<file path="src/design/xxtea_pkg.sv">
`timescale 1ns / 1ps

package xxtea_pkg;

  localparam logic [31:0] TEA_DELTA = 32'h9E3779B9;
  localparam int          KEY_WORDS = 4;
  localparam int          NW        = 7;

  typedef logic [31:0] word_t;
  typedef logic [5:0]  rounds_t;

  // 6 + 52/n for n = 2..64
  function automatic rounds_t xxt_rounds(input logic [NW-1:0] n);
    rounds_t r;
    r = 6'd6;
    if (n <= 7'd2) begin
      r = 6'd32;
    end else if (n == 7'd3) begin
      r = 6'd23;
    end else if (n == 7'd4) begin
      r = 6'd19;
    end else if (n == 7'd5) begin
      r = 6'd16;
    end else if (n == 7'd6) begin
      r = 6'd14;
    end else if (n == 7'd7) begin
      r = 6'd13;
    end else if (n == 7'd8) begin
      r = 6'd12;
    end else if (n <= 7'd10) begin
      r = 6'd11;
    end else if (n <= 7'd13) begin
      r = 6'd10;
    end else if (n <= 7'd17) begin
      r = 6'd9;
    end else if (n <= 7'd26) begin
      r = 6'd8;
    end else if (n <= 7'd52) begin
      r = 6'd7;
    end
    return r;
  endfunction

  function automatic word_t xxt_mix(input word_t y, input word_t z, input word_t sum,
                                    input word_t k);
    word_t a;
    word_t b;
    a = ((z >> 5) ^ (y << 2)) + ((y >> 3) ^ (z << 4));
    b = (sum ^ y) + (k ^ z);
    return a ^ b;
  endfunction

endpackage

</file>
<file path="src/design/xxtea_block_cipher_top.sv">
`timescale 1ns / 1ps

// Channel | Dir | Handshake            | Payload
// in      | in  | in_valid / in_ready   | in_op, in_data_word, in_is_last
// out     | out | out_valid / out_ready | out_result_word, out_result_last, out_overflow
// cfg     | in  | cfg_we                | cfg_index (key word), cfg_wdata
//
// Words are taken one per cycle while idle; the closing word starts the run.
// Setup runs through S_PREP and S_SUM, then each mixing step runs through S_MIX
// and S_UPD on the single mix/add unit and block store port, for 6+52/n rounds.
// Results leave one word at a time, each loaded in S_OLD and held in S_OUT until taken.
// in_ready is low from the closing word until the last result is taken.
// Reset (synchronous, rst_n low) clears the key, word count, overflow flag and handshake state.

module xxtea_block_cipher_top
  import xxtea_pkg::*;
#(
  parameter int MAX_WORDS = 64
) (
  input  logic        clk,
  input  logic        rst_n,
  input  logic        cfg_we,
  input  logic [1:0]  cfg_index,
  input  logic [31:0] cfg_wdata,
  input  logic        in_valid,
  output logic        in_ready,
  input  logic        in_op,
  input  logic [31:0] in_data_word,
  input  logic        in_is_last,
  output logic        out_valid,
  input  logic        out_ready,
  output logic [31:0] out_result_word,
  output logic        out_result_last,
  output logic        out_overflow
);

  localparam int AW = $clog2(MAX_WORDS);
  localparam int CW = $clog2(MAX_WORDS + 1);

  typedef enum logic [2:0] {
    S_IDLE, S_PREP, S_SUM, S_MIX, S_UPD, S_ORD, S_OLD, S_OUT
  } state_t;

  state_t          state_r;
  word_t           key_r [KEY_WORDS];
  word_t           mem [MAX_WORDS];
  word_t           rdata_r;
  word_t           fwd_data_r;
  logic            fwd_r;
  logic [CW-1:0]   count_r;
  logic            ovf_r;
  logic            op_r;
  word_t           first_r;
  word_t           recent_r;
  word_t           x_r;
  word_t           prev_r;
  word_t           nb_r;
  word_t           mix_r;
  word_t           sum_r;
  rounds_t         rnd_r;
  logic [AW-1:0]   p_r;
  logic [AW-1:0]   o_r;
  word_t           out_word_r;
  logic            out_last_r;
  logic            out_valid_r;

  logic            in_fire;
  logic            out_fire;
  logic            store_ok;
  logic [AW-1:0]   last_idx;
  logic [AW-1:0]   p_step;
  logic [AW-1:0]   pn_step;
  logic            round_end;
  word_t           rd;
  word_t           mix_y;
  word_t           mix_z;
  word_t           upd_val;
  logic [1:0]      key_sel;
  logic            we;
  logic [AW-1:0]   wa;
  word_t           wd;
  logic [AW-1:0]   ra;

  assign in_ready        = (state_r == S_IDLE);
  assign in_fire         = in_valid && in_ready;
  assign out_valid       = out_valid_r;
  assign out_fire        = out_valid_r && out_ready;
  assign out_result_word = out_word_r;
  assign out_result_last = out_last_r;
  assign out_overflow    = ovf_r;

  assign store_ok  = (count_r < CW'(MAX_WORDS));
  assign last_idx  = AW'(count_r - CW'(1));
  assign rd        = fwd_r ? fwd_data_r : rdata_r;

  always_comb begin
    if (op_r) begin
      p_step    = (p_r == '0) ? last_idx : p_r - AW'(1);
      pn_step   = (p_step == '0) ? last_idx : p_step - AW'(1);
      round_end = (p_r == '0);
      mix_y     = prev_r;
      mix_z     = rd;
      upd_val   = x_r - mix_r;
    end else begin
      p_step    = (p_r == last_idx) ? '0 : p_r + AW'(1);
      pn_step   = (p_step == last_idx) ? '0 : p_step + AW'(1);
      round_end = (p_r == last_idx);
      mix_y     = rd;
      mix_z     = prev_r;
      upd_val   = x_r + mix_r;
    end
  end

  assign key_sel = 2'(p_r) ^ sum_r[3:2];

  always_comb begin
    we = 1'b0;
    wa = p_r;
    wd = upd_val;
    ra = o_r;
    case (state_r)
      S_IDLE: begin
        we = in_fire && store_ok;
        wa = AW'(count_r);
        wd = in_data_word;
      end
      S_SUM:   ra = p_step;
      S_UPD: begin
        we = 1'b1;
        ra = pn_step;
      end
      S_OUT:   ra = o_r + AW'(1);
      default: ra = o_r;
    endcase
  end

  always_ff @(posedge clk) begin
    if (we) begin
      mem[wa] <= wd;
    end
    rdata_r    <= mem[ra];
    fwd_r      <= we && (ra == wa);
    fwd_data_r <= wd;
  end

  always_ff @(posedge clk) begin
    if (!rst_n) begin
      for (int i = 0; i < KEY_WORDS; i++) begin
        key_r[i] <= '0;
      end
    end else if (cfg_we) begin
      key_r[cfg_index] <= cfg_wdata;
    end
  end

  always_ff @(posedge clk) begin
    if (!rst_n) begin
      state_r     <= S_IDLE;
      count_r     <= '0;
      ovf_r       <= 1'b0;
      out_valid_r <= 1'b0;
      sum_r       <= '0;
    end else begin
      case (state_r)
        S_IDLE: begin
          if (in_fire) begin
            if (store_ok) begin
              count_r  <= count_r + CW'(1);
              recent_r <= in_data_word;
              if (count_r == '0) begin
                first_r <= in_data_word;
              end
            end else begin
              ovf_r <= 1'b1;
            end
            if (in_is_last) begin
              op_r    <= in_op;
              state_r <= S_PREP;
            end
          end
        end
        S_PREP: begin
          rnd_r <= xxt_rounds(NW'(count_r));
          o_r   <= '0;
          if (op_r) begin
            p_r    <= last_idx;
            x_r    <= recent_r;
            prev_r <= first_r;
          end else begin
            p_r    <= '0;
            x_r    <= first_r;
            prev_r <= recent_r;
          end
          state_r <= (count_r == CW'(1)) ? S_ORD : S_SUM;
        end
        S_SUM: begin
          sum_r   <= op_r ? 32'({26'd0, rnd_r} * TEA_DELTA) : TEA_DELTA;
          state_r <= S_MIX;
        end
        S_MIX: begin
          mix_r   <= xxt_mix(mix_y, mix_z, sum_r, key_r[key_sel]);
          nb_r    <= rd;
          state_r <= S_UPD;
        end
        S_UPD: begin
          prev_r  <= upd_val;
          x_r     <= nb_r;
          p_r     <= p_step;
          state_r <= S_MIX;
          if (round_end) begin
            sum_r <= op_r ? sum_r - TEA_DELTA : sum_r + TEA_DELTA;
            rnd_r <= rnd_r - 6'd1;
            if (rnd_r == 6'd1) begin
              state_r <= S_ORD;
            end
          end
        end
        S_ORD: begin
          state_r <= S_OLD;
        end
        S_OLD: begin
          out_word_r  <= rdata_r;
          out_last_r  <= (o_r == last_idx);
          out_valid_r <= 1'b1;
          state_r     <= S_OUT;
        end
        S_OUT: begin
          if (out_ready) begin
            out_valid_r <= 1'b0;
            if (out_last_r) begin
              count_r <= '0;
              ovf_r   <= 1'b0;
              state_r <= S_IDLE;
            end else begin
              o_r     <= o_r + AW'(1);
              state_r <= S_OLD;
            end
          end
        end
        default: state_r <= S_IDLE;
      endcase
    end
  end

  a_no_overlap: assert property (@(posedge clk) disable iff (!rst_n)
    !(in_ready && out_valid))
    else $error("input taken while a result is pending");

  a_close_busy: assert property (@(posedge clk) disable iff (!rst_n)
    (in_fire && in_is_last) |=> !in_ready)
    else $error("block not closed after last word");

  a_done_idle: assert property (@(posedge clk) disable iff (!rst_n)
    (out_fire && out_result_last) |=> (in_ready && count_r == '0 && !ovf_r))
    else $error("block state not cleared after last result");

  a_count_cap: assert property (@(posedge clk) disable iff (!rst_n)
    count_r <= CW'(MAX_WORDS))
    else $error("word count beyond capacity");

  a_ovf_full: assert property (@(posedge clk) disable iff (!rst_n)
    $rose(ovf_r) |-> (count_r == CW'(MAX_WORDS)))
    else $error("overflow flagged before store full");

endmodule
</file>
<file path="config.mk">
export PLATFORM = sky130hd
export DESIGN_NAME = xxtea_block_cipher_top
export DESIGN_NICKNAME = d
export VERILOG_FILES = /design/src/design/xxtea_pkg.sv /design/src/design/xxtea_block_cipher_top.sv
export SDC_FILE = /design/constraint.sdc
export NUM_CORES = 2
export LEC_CHECK = 0
export BUFFER_PORTS_ARGS = -buffer_cell sky130_fd_sc_hd__buf_2
export CAP_MARGIN = 10
export CORE_ASPECT_RATIO = 0.5
export CORE_MARGIN = 5
export CORE_UTILIZATION = 60
export CTS_CLUSTER_DIAMETER = 100
export CTS_CLUSTER_SIZE = 30
export DETAILED_ROUTE_END_ITERATION = 10
export GPL_TIMING_DRIVEN = 1
export PLACE_DENSITY_LB_ADDON = 0.1
export SETUP_SLACK_MARGIN = 0.15
export SYNTH_ARGS = -nofsm -noshare
export SYNTH_HDL_FRONTEND = slang
export SYNTH_SLANG_ARGS = --single-unit
</file>
<file path="constraint.sdc">
create_clock -name clk -period 11.5 [get_ports clk]
set_clock_uncertainty 0.2 [all_clocks]
set_input_delay 0 -clock clk [delete_from_list [all_inputs] [get_ports clk]]
set_output_delay 0 -clock clk [all_outputs]
set_load 0.01 [all_outputs]
</file>
==> qor.yml <==
run_status:
  status: "complete, no violations"
clocking:
  cts_root_buf: "clkbuf_16"
  hold_buffers: 145
  clk_pin_slew_ps: 120
  clkSinkCount: 2529
  cts_setup_buffers: 0
  h-tree-depth: 3
  cts_tree: "done"
  cts_made_buffers: 94
  cts_buffer_depth: 3
  worstSkewPairLatency_ps: 800
  ctsResizeCount: 0
worst_setup_path:
  endpoint_kind: "flip-flop"
  cp_num_buf_inv: 3
  slowest_stage: "dfxtp_1"
  startpoint_type: "flip-flop"
  crit_chain: "inv_1 > ha_1 > xnor2_1 > nor3_1 > nand3_1 > nor2_1 > nor2_1 > ha_1 > xnor2_1 > o221ai_2 > a21bo_4 > buf_4 > nand2_4 > buf_4 > a21oi_1 > a21oi_1 > a32oi_1 > and3_1"
  worst_ep_required_time_ps: 12040
  crit_type: "flip-flop to flip-flop"
  cp_max_fo: 62
  crit_family: "compound AO/OA/AOI/OAI gates"
  slowest_delay_ps: 860
  critPathArrivalTime_ps: 8240
placed_design:
  io_buffers: 108
  place.gp.congestion: 0.932
  hpwl_um: 197000
  pre_cts_ws_ps: 4050
  dp_cells: 10900
logic_synthesis:
  syn-cell-area_um2: 111000
  synth-seq-cells: 2529
  synthArstFlopShare_pct: 0
  syn_area_per_cell_um2: 13.0
  syn_nets: 8869
  yosysWarnings: 0
  yosysSeqAreaShare_pct: 67.2
  synth-main-ff-cell: "edfxtp_1"
  synth_edf_count: 2420
  syn_inst: 8567
  synth_cell_types: 97
sta:
  max-slew-margin-rel_pct: 13.6
  max_freq_ghz: 0.130
  rsz0062_at_grt: "no"
  timing.final.ws_setup_ps: 3800
  tns_ps: 0
  hold_violations: 0
  setup_viol: 0
  slew_violations: 0
  period_share_pct: 67.0
  fin_crit_ps: 7700
  worstMarginPinSlew_ps: 1280
floorplan:
  die-area_um2: 195000
  coreArea_um2: 184000
  io_pins: 109
  start_util_pct: 60.6
  die_w_um: 619
  die_y_um: 315
  row_count: 111
layout:
  syn_to_final_growth_pct: 7.46
  drive_gt1_share_pct: 7.58
  fin_cells: 11200
  layout_common_cells: "edfxtp_1, nand2_1, nand3_1"
  mostFrequentLayoutCell: "edfxtp_1"
  final_nets: 8952
power_and_ir_drop:
  power.leakage_nw: 41.5
  p_per_area_nw_per_um2: 212
  peakVddDrop_v: 0.000148
global_routing:
  grt_max_degree: 163
  antenna_found_initial: 27
  gr-total-overflow: 0
  grt_pass1_wl_um: 470000
  grt_pass1_vias: 67600
  track_usage_pct: 33.1
routing:
  wl_met2_um: 144000
  initialDrtViolationCount: 9551
  via_count: 72800
  dr.pass1.iters: 6
  ant_nets: 0
  drc: 0
  wl_met3_um: 42700
  avgRoutedWirePerCell_um: 29.2
  m1WireLength_um: 131000
  top_layer_used: "met5"
  via_per_inst: 6.48
  drt_wl_total_um: 328000
min_path:
  hp-class: "input port to flip-flop"
run:
  cap_violations: 0
==> sequential cells by signal, summed over array words and instances, names as in the netlist <==
name / count
state_r: 3
recent_r: 32
o_r: 6
out_overflow: 1
out_valid: 1
out_result_last: 1
mem: 2048
nb_r: 32
op_r: 1
rnd_r: 6
mix_r: 32
p_r: 6
out_result_word: 32
prev_r: 32
fwd_r: 1
key_r: 128
rdata_r: 32
sum_r: 32
first_r: 32
x_r: 32
fwd_data_r: 32
count_r: 7
==> per-stage QoR <==
step	hold WS, ps	cell area (µm²)	total power [W]	util, %
2_1_floorplan	-101	111000	0.0179	-
3_3_place_gp	-21.1	115000	0.0209	62.8
3_5_place_dp	-13.1	115000	0.0209	62.8
4_1_cts	1.46	120000	0.0252	65.1
5_1_grt	97.0	120000	0.0264	65.1
6_report	62.1	120000	0.0254	65.1
==> cells in the mapped netlist, types with 57 or more instances <==
library cell	instances	share of area [%]
ha_1	193	2.2
o221ai_1	68	0.53
nor3_1	57	0.26
a21oi_1	393	1.8
and2_1	115	0.65
a31oi_1	180	1.0
dfxtp_1	109	2.0
xor2_1	112	0.88
nor2_1	245	0.83
mux2i_1	386	3.5
inv_1	130	0.44
and3_1	122	0.69
nand2_1	1678	5.7
nand3_1	588	2.6
xnor2_1	237	1.9
o21ai_0	189	0.85
buf_2	156	0.70
clkbuf_1	197	0.66
a21o_1	78	0.53
edfxtp_1	2420	65
nand4_1	76	0.43
==> cells by family (layout without fill, tap and decap cells) <==
kind of cell / count (synthesis) / in the layout / share of synthesized area (%)
AO/OA/AOI/OAI: 1328 / 1328 / 7.80
multiplexers: 465 / 465 / 4.59
AND/OR/NAND/NOR: 3055 / 3055 / 12.2
XOR/XNOR: 354 / 354 / 2.85
flip-flops: 2529 / 2529 / 67.2
other: 0 / 23 / 0
buffers and inverters: 606 / 762 / 2.56
adder cells (fa/ha/maj): 230 / 230 / 2.82
==> worst min-delay path, stage by stage <==
cell,delay [ps]
dlygate4sd3_1,520
buf_2,150
a21oi_1,80
a21oi_1,150
a21oi_1,80
==> final timing paths <==
kind	slack, ps	to	startpoint	depth (start not counted)
max reg2reg	3800	rdata_r[29]	count_r[0]	18
min	60	state_r[1]	out_ready	5
max	3800	rdata_r[29]	count_r[0]	18
min reg2reg	300	out_overflow	out_overflow	2
==> per-layer routing <==
metal,global-route usage [%],up-vias
met1,48.1,36200
met5,0,-
li1,-,31900
met4,9.11,14
met2,49.7,4133
met3,9.09,592
==> cell type report <==
type / instances / area, µm²
flip-flops and latches: 2529 / 74900
fillers: 13400 / 64200
multi-input cells: 5432 / 34700
repair buffers: 462 / 3760
well taps: 2486 / 3110
clock buffers: 162 / 2610
inverters: 131 / 494
clock inverters: 7 / 144
diodes: 23 / 57.6
==> where the power goes <==
group | total [W] | leakage, nW | internal, W | switching (W)
logic | 0.00920 | 17.4 | 0.00307 | 0.00613
clock network | 0.00433 | 1.30 | 0.00161 | 0.00271
registers | 0.0118 | 22.8 | 0.0114 | 0.000396
Note: power is estimated with default switching activity, not from simulation.
